--- config.mk ---
export PLATFORM = sky130hd
export DESIGN_NAME = sdiv_cell
export DESIGN_NICKNAME = d
export VERILOG_FILES = /design/src/hdl/sdiv_pkg.sv /design/src/hdl/sdiv_cell.sv
export SDC_FILE = /design/constraint.sdc
export NUM_CORES = 1
export LEC_CHECK = 0
export BUFFER_PORTS_ARGS = -buffer_cell sky130_fd_sc_hd__buf_4
export CAP_MARGIN = 10
export CELL_PAD_IN_SITES_DETAIL_PLACEMENT = 0
export CELL_PAD_IN_SITES_GLOBAL_PLACEMENT = 1
export CORE_MARGIN = 8
export CORE_UTILIZATION = 39
export CTS_CLUSTER_DIAMETER = 30
export DETAILED_ROUTE_END_ITERATION = 8
export PLACE_DENSITY_LB_ADDON = 0.1
export REMOVE_ABC_BUFFERS = 1
export SLEW_MARGIN = 15
export SYNTH_ARGS = -nofsm -noshare
export SYNTH_HDL_FRONTEND = slang
export SYNTH_SLANG_ARGS = --single-unit
--- constraint.sdc ---
create_clock -name clock -period 5.1 [get_ports clock]
set_input_delay 1.02 -clock clock [delete_from_list [all_inputs] [get_ports clock]]
set_output_delay 1.02 -clock clock [all_outputs]
set_load 0.01 [all_outputs]
--- src/hdl/sdiv_pkg.sv ---
`timescale 1ns / 1ps
package sdiv_pkg;
   localparam int DIVIDEND_W = 64;
   localparam int DIVISOR_W  = 32;
   localparam int QUOTIENT_W = 32;
   localparam int NUM_CELLS  = QUOTIENT_W;
   localparam int REQ_DATA_W = DIVIDEND_W + DIVISOR_W;

   localparam logic [QUOTIENT_W-1:0] POS_MAX = 32'h7FFF_FFFF;
   localparam logic [QUOTIENT_W-1:0] NEG_MIN = 32'h8000_0000;

   typedef struct packed {
      logic                  neg;
      logic [DIVISOR_W-1:0]  rem;
      logic [QUOTIENT_W-1:0] lo;
      logic [DIVISOR_W-1:0]  bmag;
   } sdiv_stage_type;
endpackage

--- src/hdl/sdiv_cell.sv ---
`timescale 1ns / 1ps
module sdiv_cell (
   input  logic                     clock,
   input  logic                     reset,
   input  logic                     in_valid,
   output logic                     in_ready,
   input  sdiv_pkg::sdiv_stage_type in_data,
   output logic                     out_valid,
   input  logic                     out_ready,
   output sdiv_pkg::sdiv_stage_type out_data
);
   import sdiv_pkg::*;

   logic                   valid_ff, valid_in;
   sdiv_stage_type         data_ff, data_in;
   logic [DIVISOR_W:0]     trial;
   logic [DIVISOR_W+1:0]   diff;
   logic                   ge;
   logic                   load;

   assign in_ready = !valid_ff || out_ready;
   assign load     = in_valid && in_ready;

   // One restoring step: shift in the next dividend bit, subtract if it fits.
   always_comb begin
      trial        = {in_data.rem, in_data.lo[QUOTIENT_W-1]};
      diff         = {1'b0, trial} - {2'b00, in_data.bmag};
      ge           = !diff[DIVISOR_W+1];
      data_in.neg  = in_data.neg;
      data_in.bmag = in_data.bmag;
      data_in.rem  = ge ? diff[DIVISOR_W-1:0] : trial[DIVISOR_W-1:0];
      data_in.lo   = {in_data.lo[QUOTIENT_W-2:0], ge};
      valid_in     = load || (valid_ff && !out_ready);
   end

   always_ff @(posedge clock) begin
      if (reset) begin
         valid_ff <= 1'b0;
      end else begin
         valid_ff <= valid_in;
      end
   end

   always_ff @(posedge clock) begin
      if (load) begin
         data_ff <= data_in;
      end
   end

   assign out_valid = valid_ff;
   assign out_data  = data_ff;
endmodule

## Word-level counts from Yosys, hierarchy flattened

Cells that the tools add are included.
W data, S select, Z words.

- Flip-flop bits (word level): 98
- Output and inout port bits: 99

- Add/subtract/negate cells: 1
- Mux-type cells: 1
- Reductions and logical operators: 7

Operators with widths:

| cell | count |
|---|---|
| $sub A33 B32 Y34 | 1 |
| $mux W32 | 1 |
| $logic_not A1 Y1 | 3 |
| $logic_and A1 B1 Y1 | 2 |
| $logic_or A1 B1 Y1 | 2 |

## Longest topological paths before layout

Gate-level depths: netlist of run 1.

- Word-level depth: 4
- Mapped depth: 12
- Depth with buffers taken out: 12

## Worst setup path after synthesis of run 1

No wires, ideal clock.

- Path type: input to register
- From: input out_ready
- To: register data_ff, in the netlist out_data[0], enable pin
- Library setup time: 467 ps
- Arrival: 3,482 ps
- Required time: 4,633 ps
- Slack: 1,151 ps
- Stages on the path: 2
- Cell sequence: nand2b_1 and2_1

- Word-level cells in the longest chain between the ends: 2

RTL lines:

| what | RTL line | text |
|---|---|---|
| from (decl) | sdiv_cell.sv:9 | `input logic out_ready,` |
| $logic_or A1 B1 Y1 | sdiv_cell.sv:21 | `assign in_ready = !valid_ff \|\| out_ready;` |
| $logic_and A1 B1 Y1 | sdiv_cell.sv:22 | `assign load = in_valid && in_ready;` |
| named net load | sdiv_cell.sv:19 | `logic load;` |
| to (signal assigned) | sdiv_cell.sv:46 | `data_ff <= data_in;` |
| to (decl) | sdiv_cell.sv:15 | `sdiv_stage_type data_ff, data_in;` |

The timed path passes the listed nets, and every way through them passes these cells.
A chain may end at the register's enable or synchronous reset.

==> impl_metrics.tcl, run 1 <==
set metrics [dict create \
    die-area_sq_mm 0.01779 \
    grt_pass1_vias 4151 \
    cts_tree "built" \
    end_kind "flip-flop" \
    synth_edf_count 97 \
    holdPathStages 2 \
    switchingPower_mw 0.6312 \
    track_usage_pct 15.90 \
    skew_ps 6.596 \
    antenna_cells 0 \
    cp.required_ps 5210 \
    h-tree-depth 3 \
    rsz0062_at_grt "no" \
    core_sq_mm 0.01367 \
    seqPwrFrac_pct 44.0 \
    grt_pass1_wl_mm 22.46 \
    fin_util_pct 53.79 \
    leakage_nw 3.271 \
    critical_path_class "in2reg" \
    grt_max_degree 75 \
    fin_crit_sh_pct 73.99 \
    die_h_um 133.4 \
    gp_congestion 0.8588 \
    cts_root_buf "clkbuf_16" \
    finalMaxSlewViolations 0 \
    ant_nets 0 \
    min_period_ps 3774 \
    hold_class "reg2reg" \
    cts_resized 0 \
    status "finished, final reports clean" \
    io_pins 200 \
    nNetsFinal 763 \
    syn_inst 422 \
    ys_ff_latch 98 \
    start_kind "input port" \
    drt_iter0_markers 204 \
    switching_share_pct 27.98 \
    initial_core_util_pct 39.32 \
    synth.distinct_cells 58 \
    clockPowerShare_pct 30.3 \
    post-dp-hpwl_mm 11.52 \
    final.setup.tns_ps 0 \
    drcViolationCount 0 \
    placed_cell_area_sq_mm 0.007047 \
    intPower_mw 1.624 \
    wl_mm 14.64 \
    synth_area_sq_mm 0.005374 \
    ir_drop_uv 145.0 \
    via_per_inst 4.977 \
    drv_cap 0 \
    antenna_found_initial 0 \
    num_rows 43 \
    cts_hold_buf 0 \
    wl_per_cell_um 17.98 \
    fin_hold_ws_ps 524.5 \
    ys_warn_count 0 \
    cts_sinks 98 \
    synthArstFlopShare_pct 0 \
    slew_headroom_pct 34.64 \
    powerDensity_mw_per_mm2 306.9 \
    postCtsSetupBuffers 0 \
    power_frac_comb_pct 25.7 \
    die_w_um 133.4 \
    stdcell_area_sq_mm 0.007351 \
    area_growth_syn_to_layout_pct 36.79 \
    setup-violations-final 0 \
    layout_common_cells "202 x buf_4, 97 x edfxtp_1, 41 x inv_1" \
    drive_gt1_share_pct 41.17 \
    clkTransAtPathRegs_ps 80 \
    critical_path.max_fanout 4 \
    dr.pass1.iters 4 \
    hold_viol 0 \
    vias 4051 \
    portBuffers 199 \
    synth_area_per_cell_sq_um 12.73 \
    cp.arrival_ps 3880 \
    ys_seq_area_share_pct 54.58 \
    r2r_cells 3 \
    clk_latency_ps 350 \
    cts_buffer_depth 2 \
    final_common_cell "buf_4" \
    post-place-ws_ps 1002 \
    worst_slew_pin_slew_ps 980.4 \
    clock.fmax_mhz 265.0 \
    synth_flop_cell "edfxtp_1" \
    worst_slack_ps 1326 \
    cts_buffers 9 \
    grt_overflow 0 \
]
## sequential cells by signal, indices dropped and copies added (netlist names)
name,cells
out_data,97
out_valid,1
## final cells by class
class	instances	area, sq um
fill	1241	6315
sequential	98	2933
multi-input combinational	277	2218
timing repair buffer	202	1516
clock buffer	9	225.2
tap	180	225.2
inverter	41	153.9
clock inverter	7	78.83
## worst max-delay path, stage by stage
cell and delay, ps:
buf_4 110, inv_1 70, ha_1 160, inv_1 60, fa_1 420, a211oi_1 320
o211a_1 240, o31ai_1 140, o41a_1 470, a41oi_2 360, o21ai_0 120, a21boi_0 130
mux2_4 260
## synth_stat cells (all sizes together) (2+ instances only)
cell type / count / area (sq um)
a21oi: 31 / 158.9
and3: 9 / 65.06
nor2: 16 / 60.06
nand2b: 6 / 37.54
a311oi: 2 / 17.52
mux2: 28 / 412.9
o21a: 5 / 37.54
o21ai: 19 / 98.84
xnor2: 17 / 148.9
nand3: 4 / 20.02
nor4: 2 / 12.51
nor2b: 4 / 25.02
o31ai: 7 / 57.55
inv: 41 / 153.9
nand2: 24 / 90.09
nor3: 9 / 45.04
o21bai: 5 / 37.54
a21boi: 4 / 33.78
ha: 32 / 400.4
or3: 2 / 17.52
a21o: 7 / 52.55
xor2: 7 / 61.31
o211ai: 3 / 22.52
or2: 2 / 12.51
a31oi: 5 / 46.29
buf: 6 / 71.31
a41oi: 2 / 25.03
edfxtp: 97 / 2913
mux2i: 4 / 40.04
a211oi: 3 / 22.52
and2: 4 / 26.28
nand4: 2 / 12.51
## power by group through the flow
stage	Clock (mW)	Sequential, mW	Combinational [mW]
floorplan	0	1.05	0.310
global placement	0	1.01	0.579
detailed placement	0	1.01	0.583
CTS	0.707	0.994	0.586
global route	0.737	0.999	0.631
finish	0.683	0.993	0.579
## routing by layer
layer	GRT usage, %	vias up	share of wire [%]	routed length [um]
li1	-	1995	-	-
met1	18.89	1905	43	6230
met2	26.75	139	49	7123
met3	4.518	12	7.4	1086
met4	5.926	0	1.3	195
met5	0	-	0	0
## worst paths after layout
kind / startpoint / endpoint / slack (ps)
setup reg to reg: out_valid / out_data[20] / 3020
hold reg to reg: out_valid / out_valid / 520
setup / recovery: in_data[63] / out_data[92] / 1330
hold / removal: out_valid / out_valid / 520
## cell families (layout without fill, tap and decap cells)
group,count (synthesis),after routing,synth area share [%]
AO/OA/AOI/OAI,103,103,13.04
flip-flops,98,98,54.58
AND/OR/NAND/NOR,85,85,8.033
buffers and inverters,47,259,4.191
adder cells (fa/ha/maj),33,33,7.823
multiplexers,32,32,8.428
XOR/XNOR,24,24,3.911
## through the flow
step	total power, mW	cells
2_1_floorplan	1.358	416
3_3_place_gp	1.590	798
3_5_place_dp	1.595	798
4_1_cts	2.287	814
5_1_grt	2.367	814
6_report	2.256	814
No activity file was read; power rests on OpenSTA's default activity.
==> run 2: changes to the inputs <==
==> constraint.sdc (replaced) <==
create_clock -name clock -period 3.73 [get_ports clock]
set_input_delay 0.746 -clock clock [delete_from_list [all_inputs] [get_ports clock]]
set_output_delay 0.746 -clock clock [all_outputs]
set_load 0.01 [all_outputs]
==> impl_metrics.tcl, run 2 (same netlist as run 1, synthesis figures left out) <==
set metrics [dict create \
    post-dp-hpwl_mm 11.66 \
    clockPowerShare_pct 29.9 \
    finalMaxSlewViolations 0 \
    gp_congestion 0.8293 \
    die-area_sq_mm 0.01779 \
    layout_common_cells "212 x buf_4, 97 x edfxtp_1, 41 x inv_1" \
    ir_drop_uv 188.3 \
    track_usage_pct 16.22 \
    die_w_um 133.4 \
    cts_root_buf "clkbuf_16" \
    switching_share_pct 27.86 \
    cts_hold_buf 0 \
    path_cells "buf_4 > inv_1 > ha_1 > inv_1 > fa_1 > a211oi_1 > o211a_1 > o31ai_1 > o41a_1 > a41oi_2 > o21ai_0 > a21boi_0 > mux2_4" \
    portBuffers 199 \
    nNetsFinal 775 \
    clock.fmax_mhz 302.7 \
    clkTransAtPathRegs_ps 70 \
    via_per_inst 4.954 \
    cts_buffers 9 \
    rsz0062_at_grt "no" \
    ant_nets 0 \
    cts_resized 0 \
    drv_cap 0 \
    n_fill_cell 1240 \
    postCtsSetupBuffers 0 \
    reg2reg_from "out_valid" \
    cp.required_ps 3840 \
    switchingPower_mw 0.8639 \
    crit_end "out_data[92]" \
    slowest_delay_ps 430 \
    critical_path_class "in2reg" \
    dp_cells 810 \
    grt_pass1_vias 4354 \
    placed_cell_area_sq_mm 0.007162 \
    r2r_cells 3 \
    antenna_cells 0 \
    power_frac_comb_pct 26.4 \
    io_pins 200 \
    grt_max_degree 55 \
    grt_overflow 0 \
    hold_viol 0 \
    num_rows 43 \
    crit_slowest_cell "o41a_1" \
    clk_latency_ps 350 \
    setup-violations-final 0 \
    powerDensity_mw_per_mm2 415.9 \
    stdcell_count 826 \
    cts_buffer_depth 2 \
    cts_sinks 98 \
    grt_pass1_wl_mm 23.13 \
    final_common_cell "buf_4" \
    leakage_nw 3.333 \
    worst_slew_pin_slew_ps 780.4 \
    die_h_um 133.4 \
    drt_iter0_markers 194 \
    core_sq_mm 0.01367 \
    crit_path_start "in_data[63]" \
    critical_path.max_fanout 3 \
    status "finished, final reports clean" \
    r2r_end "out_data[42]" \
    stdcell_area_sq_mm 0.007457 \
    min_period_ps 3303 \
    skew_ps 5.152 \
    drive_gt1_share_pct 42.26 \
    seqPwrFrac_pct 43.8 \
    dr.pass1.iters 4 \
    hold_class "reg2reg" \
    intPower_mw 2.237 \
    end_kind "flip-flop" \
    largest_reg_flops 97 \
    fin_crit_sh_pct 88.56 \
    cp.arrival_ps 3410 \
    initial_core_util_pct 39.32 \
    vias 4092 \
    cts_tree "built" \
    slew_headroom_pct 47.98 \
    reg2reg_slack_ps 2000 \
    crit_top_cell "inv_1" \
    area_growth_syn_to_layout_pct 38.77 \
    start_kind "input port" \
    antenna_found_initial 0 \
    wl_mm 14.67 \
    h-tree-depth 3 \
    drcViolationCount 0 \
    wl_per_cell_um 17.76 \
]
==> run 2: cell types whose count changed in the layout (fill, tap and decap cells not counted), sizes merged <==
cell      before  now
inv           44   45
buf          202  214
clkinvlp       0    1
clkinv         4    2
==> run 2: metrics by stage <==
stage / power, mW / utilization (%) / hold WS [ps] / TNS, ps / setup slack, ps
2_1_floorplan: 1.856 / - / 593.0 / -15.71 / -7.854
3_3_place_gp: 2.197 / 52.41 / 507.9 / 0 / 126.7
3_5_place_dp: 2.207 / 52.41 / 523.4 / 0 / 80.78
4_1_cts: 3.138 / 54.57 / 530.3 / 0 / 454.3
5_1_grt: 3.254 / 54.57 / 533.1 / 0 / 248.5
6_report: 3.101 / 54.57 / 531.3 / 0 / 426.9
==> run 2: layout make-up <==
| type | count | area [sq um] | share of cell area [%] |
|---|---|---|---|
| Inverter | 41 | 153.9 | 2.064 |
| Sequential cell | 98 | 2933 | 39.33 |
| Clock buffer | 9 | 225.2 | 3.020 |
| Multi-Input combinational cell | 277 | 2218 | 29.75 |
| Timing Repair Buffer | 214 | 1632 | 21.88 |
| Clock inverter | 7 | 70.07 | 0.9396 |
| Tap cell | 180 | 225.2 | 3.020 |
==> run 2: how the worst min path moves through the flow <==
stage / from / to / cells after the start
6_report: out_valid / out_valid / 2
5_1_grt: reset / out_valid / 2
4_1_cts: reset / out_valid / 2
3_5_place_dp: out_valid / out_valid / 2
3_3_place_gp: out_valid / out_valid / 2
2_1_floorplan: out_valid / out_valid / 2
==> run 2: power by group through the flow <==
stage          Clock, mW  Sequential [mW]  Combinational, mW
3_5_place_dp           0             1.38              0.825
3_3_place_gp           0             1.38              0.816
6_report           0.926             1.36              0.818
5_1_grt            0.993             1.37              0.896
2_1_floorplan          0             1.43              0.423
4_1_cts            0.952             1.36              0.828
==> run 2: critical path: cells and delay by family <==
family | cells | cell delay, ps
buffers and inverters | 3 | 240
adder cells (fa/ha/maj) | 2 | 560
AO/OA/AOI/OAI | 7 | 1600
multiplexers | 1 | 260
==> run 2: layer usage <==
metal,global-route usage (%),share of wire (%),vias up
li1,-,-,2017
met1,19.43,44,1927
met2,27.23,48,128
met3,4.480,6.1,20
met4,5.989,1.8,0
met5,0,0,-
==> run 3: changes to the inputs <==
--- a/config.mk
+++ b/config.mk
@@ -10,7 +10,7 @@
 export CELL_PAD_IN_SITES_DETAIL_PLACEMENT = 0
 export CELL_PAD_IN_SITES_GLOBAL_PLACEMENT = 1
 export CORE_MARGIN = 8
-export CORE_UTILIZATION = 39
+export CORE_UTILIZATION = 42
 export CTS_CLUSTER_DIAMETER = 30
 export DETAILED_ROUTE_END_ITERATION = 8
 export PLACE_DENSITY_LB_ADDON = 0.1
==> constraint.sdc (replaced) <==
create_clock -name clock -period 3.85 [get_ports clock]
set_input_delay 0.77 -clock clock [delete_from_list [all_inputs] [get_ports clock]]
set_output_delay 0.77 -clock clock [all_outputs]
set_load 0.01 [all_outputs]
==> impl_metrics.tcl, run 3 (same netlist as run 1, synthesis figures left out) <==
set metrics [dict create \
    fin_crit_sh_pct 87.99 \
    crit_slowest_cell "o41a_1" \
    cts_tree "built" \
    die-area_sq_mm 0.01667 \
    clk_latency_ps 350 \
    cts_resized 0 \
    drv_cap 0 \
    antenna_found_initial 0 \
    grt_overflow 0 \
    vias 4069 \
    seqPwrFrac_pct 43.7 \
    end_kind "flip-flop" \
    post-dp-hpwl_mm 11.60 \
    gp_congestion 0.8464 \
    switching_share_pct 27.99 \
    cts_sinks 98 \
    dp_cells 797 \
    portBuffers 199 \
    grt_max_degree 54 \
    min_period_ps 3388 \
    wl_mm 14.48 \
    postCtsSetupBuffers 0 \
    cts_buffers 9 \
    final_common_cell "buf_4" \
    leakage_nw 3.311 \
    via_per_inst 5.005 \
    intPower_mw 2.166 \
    ant_nets 0 \
    slew_headroom_pct 52.51 \
    cp.arrival_ps 3500 \
    n_fill_cell 1120 \
    nNetsFinal 770 \
    clkTransAtPathRegs_ps 80 \
    drt_iter0_markers 175 \
    layout_common_cells "208 x buf_4, 97 x edfxtp_1, 41 x inv_1" \
    hold_viol 0 \
    start_kind "input port" \
    dr.pass1.iters 4 \
    cts_root_buf "clkbuf_16" \
    crit_top_cell "inv_1" \
    status "finished, final reports clean" \
    die_h_um 129.1 \
    wl_per_cell_um 17.80 \
    rsz0062_at_grt "no" \
    fin_hold_ws_ps 534.0 \
    clockPowerShare_pct 30.4 \
    powerDensity_mw_per_mm2 406.1 \
    clock.fmax_mhz 295.2 \
    grt_pass1_vias 4268 \
    track_usage_pct 17.14 \
    grt_pass1_wl_mm 22.28 \
    cp.required_ps 3960 \
    switchingPower_mw 0.8420 \
    area_growth_syn_to_layout_pct 37.86 \
    io_pins 200 \
    critical_path.max_fanout 4 \
    critical_path_class "in2reg" \
    seq_area_sq_mm 0.002933 \
    skew_ps 10.02 \
    path_cells "buf_4 > inv_1 > ha_1 > inv_1 > fa_1 > a211oi_1 > o211a_1 > o31ai_1 > o41a_1 > a41oi_2 > o21ai_0 > a21boi_0 > mux2_4" \
    drive_gt1_share_pct 41.81 \
    power_frac_comb_pct 25.9 \
    slowest_delay_ps 460 \
    multi_input_area_sq_mm 0.002218 \
    core_sq_mm 0.01257 \
    final.setup.tns_ps 0 \
    largest_reg_flops 97 \
    setup-violations-final 0 \
    hold_class "reg2reg" \
    h-tree-depth 3 \
    worst_slew_pin_slew_ps 712.3 \
    die_w_um 129.1 \
    num_rows 41 \
    finalMaxSlewViolations 0 \
    drcViolationCount 0 \
    antenna_cells 0 \
    ir_drop_uv 225.2 \
    stdcell_count 813 \
    cts_hold_buf 0 \
    cts_buffer_depth 2 \
    initial_core_util_pct 42.76 \
]
## run 3: cell types whose count changed in the layout (fill, tap and decap cells not counted), sizes merged
cell and delta:
clkinvlp -1, clkinv +2, buf -5, inv -1
## run 3: critical path: cells and delay by family
family,cells,cell delay (ps)
adders and majority gates,2,580
buffers and inverters,3,230
AOI/OAI and AO/OA,7,1650
muxes,1,260
## run 3: power groups by stage
stage | logic, mW | clock network (mW) | registers, mW
after floorplan | 0.410 | 0 | 1.39
after global placement | 0.778 | 0 | 1.34
after detailed placement | 0.787 | 0 | 1.34
after CTS | 0.790 | 0.938 | 1.32
after global routing | 0.853 | 0.969 | 1.32
final | 0.781 | 0.914 | 1.31
## run 3: layer usage
layer,up-vias,GRT usage [%],wire (um)
met2,141,28.80,7034
met4,0,7.947,365
met5,-,0,0
met1,1900,20.02,5917
met3,18,4.601,1157
li1,2010,-,-
## run 3: metrics by stage
step	instance area [sq um]	setup WS [ps]	total power, mW	utilization [%]
finish	7408	462.4	3.009	58.94
global route	7408	286.3	3.144	58.94
CTS	7408	476.9	3.043	58.94
detailed placement	7102	98.23	2.126	56.51
global placement	7102	150.4	2.114	56.51
floorplan	5303	88.15	1.799	-
## run 3: final cells by class
| cell class | count | area share, % |
|---|---|---|
| clock inverters | 7 | 1.098 |
| repair buffers | 209 | 21.35 |
| well taps | 172 | 2.905 |
| flip-flops and latches | 98 | 39.59 |
| inverters | 41 | 2.077 |
| clock buffers | 9 | 3.040 |
| multi-input cells | 277 | 29.94 |
## run 3: worst paths after layout
| check | from | endpoint | slack, ps | depth (start not counted) |
|---|---|---|---|---|
| worst max-delay path | in_data[63] | out_data[92] | 460 | 13 |
| worst min-delay path | out_valid | out_valid | 530 | 2 |
| worst max register to register | out_valid | out_data[41] | 1970 | 3 |
| worst min register to register | out_valid | out_valid | 530 | 2 |
