## config.mk

```make
export PLATFORM = sky130hd
export DESIGN_NAME = sdiv_front
export DESIGN_NICKNAME = d
export VERILOG_FILES = /design/src/hdl/sdiv_pkg.sv /design/src/hdl/sdiv_front.sv
export SDC_FILE = /design/constraint.sdc
export NUM_CORES = 1
export LEC_CHECK = 0
export BUFFER_PORTS_ARGS = -buffer_cell sky130_fd_sc_hd__buf_2
export CAP_MARGIN = 0
export CORE_ASPECT_RATIO = 1.5
export CORE_MARGIN = 5
export CORE_UTILIZATION = 53
export DETAILED_ROUTE_END_ITERATION = 16
export PLACE_DENSITY_LB_ADDON = 0.25
export SLEW_MARGIN = 0
export SYNTH_ARGS = -nofsm -noshare
export SYNTH_HDL_FRONTEND = slang
export SYNTH_SLANG_ARGS = --single-unit
```

## constraint.sdc

```tcl
create_clock -name clock -period 9.6 [get_ports clock]
set_input_delay 0.96 -clock clock [delete_from_list [all_inputs] [get_ports clock]]
set_output_delay 0.96 -clock clock [all_outputs]
set_load 0.01 [all_outputs]
```

## src/hdl/sdiv_pkg.sv

```systemverilog
`timescale 1ns / 1ps
package sdiv_pkg;
   localparam int DIVIDEND_W = 64;
   localparam int DIVISOR_W  = 32;
   localparam int QUOTIENT_W = 32;
   localparam int NUM_CELLS  = QUOTIENT_W;
   localparam int REQ_DATA_W = DIVIDEND_W + DIVISOR_W;

   localparam logic [QUOTIENT_W-1:0] POS_MAX = 32'h7FFF_FFFF;
   localparam logic [QUOTIENT_W-1:0] NEG_MIN = 32'h8000_0000;

   typedef struct packed {
      logic                  neg;
      logic [DIVISOR_W-1:0]  rem;
      logic [QUOTIENT_W-1:0] lo;
      logic [DIVISOR_W-1:0]  bmag;
   } sdiv_stage_type;
endpackage

```

## src/hdl/sdiv_front.sv

```systemverilog
`timescale 1ns / 1ps
module sdiv_front (
   input  logic                              clock,
   input  logic                              reset,
   input  logic                              in_valid,
   output logic                              in_ready,
   input  logic signed [sdiv_pkg::DIVIDEND_W-1:0] dividend,
   input  logic signed [sdiv_pkg::DIVISOR_W-1:0]  divisor,
   output logic                              out_valid,
   input  logic                              out_ready,
   output sdiv_pkg::sdiv_stage_type          out_data
);
   import sdiv_pkg::*;

   logic                     valid_ff, valid_in;
   sdiv_stage_type           data_ff, data_in;
   logic                     a_neg, b_neg;
   logic [DIVIDEND_W-1:0]    amag;
   logic                     load;

   assign in_ready = !valid_ff || out_ready;
   assign load     = in_valid && in_ready;

   always_comb begin
      a_neg        = dividend[DIVIDEND_W-1];
      b_neg        = divisor[DIVISOR_W-1];
      amag         = a_neg ? (~dividend + 64'd1) : dividend;
      data_in.neg  = a_neg ^ b_neg;
      data_in.rem  = amag[DIVIDEND_W-1:QUOTIENT_W];
      data_in.lo   = amag[QUOTIENT_W-1:0];
      data_in.bmag = b_neg ? (~divisor + 32'd1) : divisor;
      valid_in     = load || (valid_ff && !out_ready);
   end

   always_ff @(posedge clock) begin
      if (reset) begin
         valid_ff <= 1'b0;
      end else begin
         valid_ff <= valid_in;
      end
   end

   always_ff @(posedge clock) begin
      if (load) begin
         data_ff <= data_in;
      end
   end

   assign out_valid = valid_ff;
   assign out_data  = data_ff;
endmodule

```

# Word level (Yosys, flattened, before mapping)
# Cells that the tools add are included.
totals:
  regBits: 98
  inputBits: 100
  out_inout_bits: 99
  word_cells: 20
op_classes:
  n_addsub: 2
  mux: 2
  bitwise: 3
  n_reduce_logical: 6
ops:
  columns: ["operator", "count"]
  rows:
  - ["64-bit by 1-bit adder with 64-bit output, second input constant", 1]
  - ["64-bit NOT", 1]
  - ["63-bit 2-to-1 mux", 1]
  - ["32-bit by 1-bit adder with 32-bit output, second input constant", 1]
  - ["32-bit NOT", 1]
  - ["31-bit 2-to-1 mux", 1]
  - ["1-bit logical AND", 2]
  - ["1-bit logical NOT", 2]
  - ["1-bit logical OR", 2]
  - ["1-bit bitwise XOR", 1]

# Logic depth before layout (Yosys ltp)
# Gate-level depths: netlist (run 1).
depth:
  word_depth: 4
  depth_mapped: 7
  depth_no_buf: 7

# Worst setup path before layout (run 1)
# Ideal clock, no wire load.
synth_timing:
  path_kind: "in2reg"
  from: "input port out_ready"
  to: "register data_ff, in the netlist out_data[0], enable pin"
  setup_ns: 0.467
  arrival_ns: 3.422
  required_time_ns: 9.133
  setup_slack_ns: 5.711
  path_stages: 2
  n_path_buf: 0
  path_cell_list: "nand2b_1 and2_1"
synth_between:
  elab_chain_cells: 2
synth_lines:
  columns: ["item", "line", "text"]
  rows:
  - ["start, declared", "sdiv_front.sv:10", "input logic out_ready,"]
  - ["1-bit logical OR", "sdiv_front.sv:21", "assign in_ready = !valid_ff || out_ready;"]
  - ["1-bit logical AND", "sdiv_front.sv:22", "assign load = in_valid && in_ready;"]
  - ["named net load", "sdiv_front.sv:19", "logic load;"]
  - ["end signal, assigned", "sdiv_front.sv:45", "data_ff <= data_in;"]
  - ["end, declared", "sdiv_front.sv:16", "sdiv_stage_type data_ff, data_in;"]
# The timed path passes the listed nets, and every way through them passes these cells.
# A chain may end at the register's enable or synchronous reset.

# Worst setup path in the final report (run 1)
layout_timing:
  from: "input port dividend[1] (netlist name)"
  to: "register data_ff, in the netlist out_data[90], data pin"
layout_between:
  elab_chain_cells: 3
layout_lines:
  columns: ["item", "line", "text"]
  rows:
  - ["start, declared", "sdiv_front.sv:7", "input logic signed [sdiv_pkg::DIVIDEND_W-1:0] dividend,"]
  - ["64-bit NOT", "sdiv_front.sv:27", "amag = a_neg ? (~dividend + 64'd1) : dividend;"]
  - ["64-bit by 1-bit adder with 64-bit output", "sdiv_front.sv:27", null]
  - ["63-bit 2-to-1 mux", "sdiv_front.sv:27", null]
  - ["named net amag[58]", "sdiv_front.sv:18", "logic [DIVIDEND_W-1:0] amag;"]
# The timed path passes the listed nets, and every way through them passes these cells.

==> impl_metrics.toml, run 1 <==
[run_status]
status = "complete, no violations"

[timing]
min_period_over_period_pct = 31.3
setup_viol = 0
final_max_slew_viol_count = 0
worst_pin_slew_ns = 1.24
layout_setup_ws_ns = 6.60
fin_skew_ns = 0.00539
period_minus_slack_ns = 3.00
hold_ws_ns = 0.521
rsz0062_at_grt = "false"
timing.fmax_mhz = 333
setup_tns_ns = 0
max_slew_margin_pct = 17.6
hold_violations = 0

[cells_and_area]
layout.cells.non_filler = 734
syn2layout_area_growth_pct = 27.2
nets = 714
utilization_pct = 68.3
drive_gt1_share_pct = 38.6
postLayoutCellArea_um2 = 6550

[global_routing]
overflow = 0
grt_pass1_wl_um = 20700
grt_start_max_net_pins = 98
track_usage_pct = 22.4
grt_pass1_vias = 4240
antenna_found_initial = 3

[yosys]
synth_common_cells = "edfxtp_1 (97), xnor2_1 (90), o21ai_0 (34), nand2_1 (31), o31ai_1 (27)"
syn_area_per_cell_um2 = 12.4
yosysWarnings = 0
yosysMostFrequentCell = "edfxtp_1"
ys_types = 32
synth-seq-cells = 98
synth_top_area_share_pct = 56.6
postSynth.asyncResetShare_pct = 0
synth_area_um2 = 5140
synth-seq-area-share_pct = 57.0
synthTopCellsByArea = "edfxtp_1 (57%), xnor2_1 (15%), o31ai_1 (3.9%)"
synth_top_area_cell = "edfxtp_1"
synth_nets = 516
synthCells = 414
synth_edf_count = 97
ys.flop_type = "edfxtp_1"

[clock_tree]
numCtsBuffers = 9
hold_buffers = 0
clock_latency_ns = 0.34
cts_tree = "built"
clkSinkCount = 98
path_clk_slew_ns = 0.07
post_cts_resized = 0
cts_root_buf = "clkbuf_16"
cts_setup_buffers = 0
htree_levels = 3
clk_path_buf_depth = 2

[die]
start_util_pct = 53.7
die_x_um = 90.4
die_y_um = 131
fp-row-count = 44
io_pins = 199
die_area_um2 = 11800
fp.coreArea_um2 = 9580

[power]
cellPowerDensity_nw_per_um2 = 160
total_power_mw = 1.05
leakagePower_nw = 2.40
peakVddDrop_v = 0.000116

[placed_design]
place_area_um2 = 6240
place_hpwl_um = 10600
gp_congestion = 0.874
pre_cts_slack_ns = 6.29
port_buffers = 198
dpl.cell_count = 716

[worst_setup_path]
crit_arrival_ns = 3.10
worst_path_dominant_cell_family = "simple AND/OR/NAND/NOR gates"
path_cells = "buf_2 > inv_1 > ha_1 > or4b_2 > nor3_1 > nand3_1 > o41ai_2 > xnor2_1"
critPathMaxStageDelay_ns = 0.68
crit_required_ns = 9.69
cp_max_fo = 5
critPathLaunchType = "input pin"
crit_slowest_cell = "or4b_2"
worstSetupPathType = "in -> reg"
end_kind = "flop"
cp.buffers_inverters = 2

[job]
cap_viol_max_count = 0

[routing]
drt_iter0_markers = 158
firstDrtPassIters = 4
drtAntennaViolNets = 0
drt-total-wl_um = 13500
vias = 4149
vias_per_cell = 5.65
wl_per_cell_um = 18.4
drc = 0

[min_path]
hold_path.class = "reg -> reg"
-- area by class of cell --
cell class,count,area (µm²)
Antenna cell,2,5.00
Clock buffer,10,229
Clock inverter,6,66.3
Fill cell,751,3030
Inverter,5,18.8
Multi-Input combinational cell,299,2150
Sequential cell,98,2930
Tap cell,115,144
Timing Repair Buffer,199,998
-- power by group --
part | switching (mW) | total [mW] | internal, mW
Sequential | 0.00854 | 0.525 | 0.516
Combinational | 0.0953 | 0.167 | 0.0715
Clock | 0.154 | 0.356 | 0.202
-- worst min-delay path, stage by stage (launching register included) --
cell      delay, ns
dfxtp_1        0.31
nand2b_1       0.10
a21oi_1        0.07
-- worst paths after layout --
| path | startpoint | endpoint | slack (ns) | depth (start not counted) |
|---|---|---|---|---|
| min reg2reg | out_valid | out_valid | 0.52 | 2 |
| max reg2reg | out_valid | out_data[57] | 7.71 | 3 |
| max | dividend[1] | out_data[90] | 6.60 | 8 |
| min | out_valid | out_valid | 0.52 | 2 |
-- cells in the final DEF (no fill, tap or decap), types with 2 or more instances in the layout --
cell type     n
buf_2       198
clkbuf_16     9
clkinvlp_4    2
diode_2       2
edfxtp_1     97
ha_1          2
inv_1         5
nand2_1      31
nand2b_1      8
nand3_1       9
nand4_1       4
nand4_2       2
nor2_1       13
nor3_1        6
nor4_1        9
nor4_2        3
o21ai_0      34
o31ai_1      27
o41ai_1       8
o41ai_2       6
or2_2         7
or3_1        11
or4_1        17
or4b_2        2
xnor2_1      90
-- flip-flops by register name, summed over array words and instances, names as in the netlist --
| signal | cells |
|---|---|
| out_valid | 1 |
| out_data | 97 |
-- cells by family (layout without fill, tap and decap cells) --
| family | Yosys count | count (layout) | share of synthesized area (%) |
|---|---|---|---|
| buffers and inverters | 17 | 220 | 1.24 |
| DFF | 98 | 98 | 57.0 |
| xor gates and xnor gates | 91 | 91 | 15.5 |
| other | 0 | 2 | 0 |
| AOI/OAI and AO/OA | 76 | 76 | 10.6 |
| adders and majority gates | 2 | 2 | 0.486 |
| and+or+nand+nor | 130 | 130 | 15.2 |
-- metal layers --
layer | up-vias | wire length (µm) | GRT usage [%]
li1 | 1994 | - | -
met1 | 1966 | 4520 | 23.0
met2 | 160 | 7390 | 41.3
met3 | 27 | 1150 | 7.10
met4 | 2 | 428 | 11.0
met5 | - | 7 | 0
No activity file was read; power rests on OpenSTA's default activity.
==> run 2, diff against run 1 <==
--- a/config.mk
+++ b/config.mk
@@ -9,7 +9,7 @@
 export CAP_MARGIN = 0
 export CORE_ASPECT_RATIO = 1.5
 export CORE_MARGIN = 5
-export CORE_UTILIZATION = 53
+export CORE_UTILIZATION = 49
 export DETAILED_ROUTE_END_ITERATION = 16
 export PLACE_DENSITY_LB_ADDON = 0.25
 export SLEW_MARGIN = 0
==> constraint.sdc (replaced) <==
create_clock -name clock -period 3 [get_ports clock]
set_input_delay 0.3 -clock clock [delete_from_list [all_inputs] [get_ports clock]]
set_output_delay 0.3 -clock clock [all_outputs]
set_load 0.01 [all_outputs]
==> impl_metrics.toml, run 2 (synthesized netlist as in run 1, its figures left out) <==
[timing]
timing.fmax_mhz = 437
final_max_slew_viol_count = 0
period_minus_slack_ns = 2.29
hold_violations = 0
min_period_over_period_pct = 76.2
worst_pin_slew_ns = 0.896
fin_skew_ns = 0.00475
setup_viol = 0
setup_tns_ns = 0
hold_ws_ns = 0.110
layout_setup_ws_ns = 0.714
max_slew_margin_pct = 40.3
rsz0062_at_grt = "false"

[global_routing]
grt_start_max_net_pins = 52
track_usage_pct = 21.4
grt_pass1_vias = 4259
overflow = 0
grt_pass1_wl_um = 20800
antenna_found_initial = 0

[power]
p_seq_share_pct = 49.4
power.switching_mw = 0.810
cellInternalPower_mw = 2.57
pwr-share-clk_pct = 34.6
combPwrFrac_pct = 16.0
leakagePower_nw = 2.45
netSwitchingFraction_pct = 23.9
cellPowerDensity_nw_per_um2 = 510
peakVddDrop_v = 0.000303

[routing]
vias = 4160
wl_per_cell_um = 17.8
drc = 0
vias_per_cell = 5.45
drtAntennaViolNets = 0
drt-total-wl_um = 13600
drt_iter0_markers = 148
firstDrtPassIters = 5

[job]
cap_viol_max_count = 0

[cells_and_area]
nets = 719
largest_reg_flops = 97
syn2layout_area_growth_pct = 29.0
drive_gt1_share_pct = 39.2
num_antenna_cells = 0
final_common_cell = "buf_2"
layout_common_cells = "buf_2 (198), edfxtp_1 (97), xnor2_1 (90)"

[clock_tree]
clk_path_buf_depth = 2
cts_root_buf = "clkbuf_16"
cts_setup_buffers = 0
htree_levels = 3
clock_latency_ns = 0.34
hold_buffers = 0
cts_tree = "built"
path_clk_slew_ns = 0.06
clkSinkCount = 98
post_cts_resized = 0
numCtsBuffers = 9

[die]
fp.coreArea_um2 = 10200
die_y_um = 136
fp-row-count = 45
die_area_um2 = 12700
die_x_um = 93.7
start_util_pct = 50.5
io_pins = 199

[worst_setup_path]
crit_arrival_ns = 2.37
rrSetupSlack_ns = 1.26
crit_required_ns = 3.08
crit-reg2reg-launch = "out_valid"
end_kind = "flop"
critPathLaunchType = "input pin"
cp_max_fo = 7
reg2reg_to = "out_data[26]"
worstSetupPathType = "in -> reg"
ff2ff_path_depth = 3

[placed_design]
place_hpwl_um = 10800
gp_congestion = 0.878
port_buffers = 198
pre_cts_slack_ns = 0.371

[run_status]
status = "complete, no violations"

[min_path]
hold_end = "out_valid"
min_path_cells = 2
hold_path.class = "in -> reg"
hold_start = "reset"
==> run 2: cell type report <==
cell class	instances	area (µm²)
fillers	826	3560
flip-flops and latches	98	2930
multi-input cells	299	2150
repair buffers	204	1050
clock buffers	12	256
well taps	141	176
clock inverters	4	51.3
inverters	5	18.8
==> run 2: metal layers <==
layer  share of wire [%]  wire length, µm  track usage (%)  vias up
met1                  33             4550             21.3     1959
met2                  54             7390             40.1      172
met5                   0                0                0        -
li1                    -                -                -     1996
met4                 3.5              474             9.96        0
met3                 8.8             1200             6.34       33
==> run 2: power by group through the flow <==
stage          clock network [mW]  logic, mW  registers, mW
2_1_floorplan                   0      0.213           1.77
3_3_place_gp                    0      0.531           1.70
3_5_place_dp                    0      0.545           1.70
4_1_cts                      1.20      0.546           1.67
5_1_grt                      1.26      0.590           1.68
6_report                     1.17      0.541           1.67
==> run 2: how the worst max path moves through the flow <==
| stage | cells after the start | endpoint | start |
|---|---|---|---|
| 3_3_place_gp | 6 | out_data[91] | dividend[31] |
| 2_1_floorplan | 2 | out_data[0] | out_valid |
| 5_1_grt | 6 | out_data[81] | dividend[31] |
| 3_5_place_dp | 6 | out_data[81] | dividend[31] |
| 6_report | 6 | out_data[81] | dividend[31] |
| 4_1_cts | 6 | out_data[81] | dividend[31] |
==> run 2: metrics by stage <==
| step | util (%) | cells | cell area [µm²] | power [mW] |
|---|---|---|---|---|
| floorplan | - | 414 | 5150 | 1.98 |
| global placement | 62.1 | 747 | 6330 | 2.23 |
| detailed placement | 62.1 | 747 | 6330 | 2.25 |
| CTS | 65.1 | 763 | 6640 | 3.42 |
| global route | 65.1 | 763 | 6640 | 3.53 |
| finish | 65.1 | 763 | 6640 | 3.38 |
==> run 2: critical path, cell delays in order <==
cell     delay (ns)
buf_2          0.13
or4_1          0.62
nor4_2         0.47
nand4_2        0.33
o31ai_1        0.42
xnor2_1        0.10
==> run 3, diff against run 2 <==
--- a/config.mk
+++ b/config.mk
@@ -5,11 +5,12 @@
 export SDC_FILE = /design/constraint.sdc
 export NUM_CORES = 1
 export LEC_CHECK = 0
+export ABC_AREA = 1
 export BUFFER_PORTS_ARGS = -buffer_cell sky130_fd_sc_hd__buf_2
 export CAP_MARGIN = 0
 export CORE_ASPECT_RATIO = 1.5
 export CORE_MARGIN = 5
-export CORE_UTILIZATION = 49
+export CORE_UTILIZATION = 52
 export DETAILED_ROUTE_END_ITERATION = 16
 export PLACE_DENSITY_LB_ADDON = 0.25
 export SLEW_MARGIN = 0
==> constraint.sdc (replaced) <==
create_clock -name clock -period 2.2 [get_ports clock]
set_input_delay 0.22 -clock clock [delete_from_list [all_inputs] [get_ports clock]]
set_output_delay 0.22 -clock clock [all_outputs]
set_load 0.01 [all_outputs]
==> impl_metrics.toml, run 3 <==
[global_routing]
grt_start_max_net_pins = 68
grt_util_met3_pct = 4.52
track_usage_pct = 26.2
grtUsageMet1_pct = 27.3
grt_pass1_vias = 5943
use_met2_pct = 49.7
antenna_found_initial = 0
grt-busiest-layer = "met2"
grt_pass1_wl_um = 29000
overflow = 0

[die]
io_pins = 199
fp.coreArea_um2 = 11600
die_x_um = 99.0
start_util_pct = 53.4
die_area_um2 = 14200
fp-row-count = 48
die_y_um = 144

[yosys]
synthTopCellsByArea = "edfxtp_1 (47%), nand2_1 (15%), nor2_1 (8.4%)"
synth-seq-cells = 98
yosysWarnings = 0
ys.flop_type = "edfxtp_1"
synth_edf_count = 97
synth_area_um2 = 6180
synth-seq-area-share_pct = 47.4
synth_top_area_share_pct = 47.1
ys_types = 38
synth_nets = 882
synth_top_area_cell = "edfxtp_1"
syn_area_per_cell_um2 = 7.93
postSynth.asyncResetShare_pct = 0
yosysMostFrequentCell = "nand2_1"
synthCells = 780
synth_common_cells = "nand2_1 (253), nor2_1 (138), edfxtp_1 (97), inv_1 (70), nand3_1 (52)"

[routing]
vias = 5971
firstDrtPassIters = 5
drtAntennaViolNets = 0
drc = 0
drt-total-wl_um = 18800
wl_per_cell_um = 16.5
vias_per_cell = 5.26
drt_iter0_markers = 366

[run_status]
status = "complete, no violations"

[timing]
timing.fmax_mhz = 710
worst_pin_slew_ns = 0.470
min_period_over_period_pct = 64.1
final_max_slew_viol_count = 0
rsz0062_at_grt = "false"
fin_skew_ns = 0.00633
max_slew_margin_pct = 68.7
setup_tns_ns = 0
setup_viol = 0
hold_violations = 0
period_minus_slack_ns = 1.41

[worst_setup_path]
path_cells = "buf_2 > inv_2 > o21ai_1 > nor2_1 > nand2_1 > xor2_1"
reg2reg_to = "out_data[96]"
cp.buffers_inverters = 2
worstSetupPathType = "in -> reg"
ff2ff_path_depth = 2
crit_slowest_cell = "nor2_1"
critPathLaunchType = "input pin"
crit_arrival_ns = 1.51
rrSetupSlack_ns = 0.97
worst_path_dominant_cell_family = "simple AND/OR/NAND/NOR gates"
crit_required_ns = 2.30
cp_max_fo = 26
end_kind = "flop"
crit-reg2reg-launch = "out_valid"
critPathMaxStageDelay_ns = 0.39

[clock_tree]
clkSinkCount = 98
cts_tree = "built"
htree_levels = 3
post_cts_resized = 0
numCtsBuffers = 9
cts_setup_buffers = 0
clock_latency_ns = 0.34
clk_path_buf_depth = 2
path_clk_slew_ns = 0.07
cts_root_buf = "clkbuf_16"
hold_buffers = 0

[power]
combPwrFrac_pct = 19.2
power.switching_mw = 1.28
peakVddDrop_v = 0.000386
leakagePower_nw = 3.42
netSwitchingFraction_pct = 27.9
pwr-share-clk_pct = 31.4
cellPowerDensity_nw_per_um2 = 601
cellInternalPower_mw = 3.31
p_seq_share_pct = 49.5

[min_path]
hold_start = "reset"
hold_path.class = "in -> reg"
min_path_cells = 2
hold_end = "out_valid"

[cells_and_area]
nets = 1084
layout_common_cells = "nand2_1 (253), buf_2 (198), nor2_1 (138)"
final_common_cell = "nand2_1"
postLayoutCellArea_um2 = 7630
largest_reg_flops = 97
drive_gt1_share_pct = 25.7
syn2layout_area_growth_pct = 23.4
layout.cells.non_filler = 1136
num_antenna_cells = 0

[placed_design]
place_hpwl_um = 15400
gp_congestion = 1.06
dpl.cell_count = 1121
port_buffers = 198
place_area_um2 = 7370

[job]
cap_viol_max_count = 0
[run 3: changes by cell type after synthesis, sizes merged, moves of 11 or more]
cell,before,now
o41ai,14,0
nand3,9,53
xor2,1,30
nand2,31,263
xnor2,90,21
nor2,13,150
or3,11,0
clkbuf,12,1
nor4,13,1
or4,18,1
o31ai,27,0
inv,5,72
[run 3: layout make-up]
cell class	instances	area, µm²
Clock inverter	6	35.0
Clock buffer	9	225
Timing Repair Buffer	201	1040
Inverter	72	270
Sequential cell	98	2930
Fill cell	1066	3960
Tap cell	150	188
Multi-Input combinational cell	600	2940
[run 3: through the flow]
step / power [mW] / utilization, % / setup slack [ns] / hold WS, ns
after floorplan: 2.79 / - / -0.214 / 0.282
final: 4.59 / 65.8 / 0.791 / 0.0207
after detailed placement: 3.19 / 63.6 / 0.432 / 0.374
after global placement: 3.18 / 63.6 / 0.454 / 0.369
after global routing: 4.80 / 65.8 / 0.624 / 0.0137
after CTS: 4.62 / 65.8 / 0.791 / 0.0125
[run 3: metal layers]
layer | up-vias | share of wire (%)
met5 | - | 0
met4 | 0 | 5.0
met3 | 67 | 7.8
met2 | 291 | 54
met1 | 2672 | 33
li1 | 2941 | -
[run 3: how the worst max path moves through the flow]
stage	start	depth (start not counted)	slack (ns)	endpoint
floorplan	out_valid	1	-0.21	out_data[0]
global placement	divisor[31]	6	0.45	out_data[21]
detailed placement	divisor[31]	6	0.43	out_data[21]
CTS	divisor[31]	6	0.79	out_data[21]
global route	dividend[1]	10	0.62	out_data[82]
finish	divisor[31]	6	0.79	out_data[21]
[run 3: power by group through the flow]
stage | Clock [mW] | Combinational, mW | Sequential, mW
5_1_grt | 1.55 | 0.969 | 2.28
3_3_place_gp | 0 | 0.869 | 2.31
3_5_place_dp | 0 | 0.880 | 2.31
2_1_floorplan | 0 | 0.393 | 2.40
4_1_cts | 1.47 | 0.881 | 2.27
6_report | 1.44 | 0.880 | 2.27
[run 3: logic make-up after synthesis]
logic type,count (synthesis),share of synthesized area [%]
adder cells (fa/ha/maj),2,0.405
AO/OA/AOI/OAI,51,5.54
flip-flops,98,47.4
AND/OR/NAND/NOR,496,34.2
buffers and inverters,82,5.22
XOR/XNOR,51,7.22
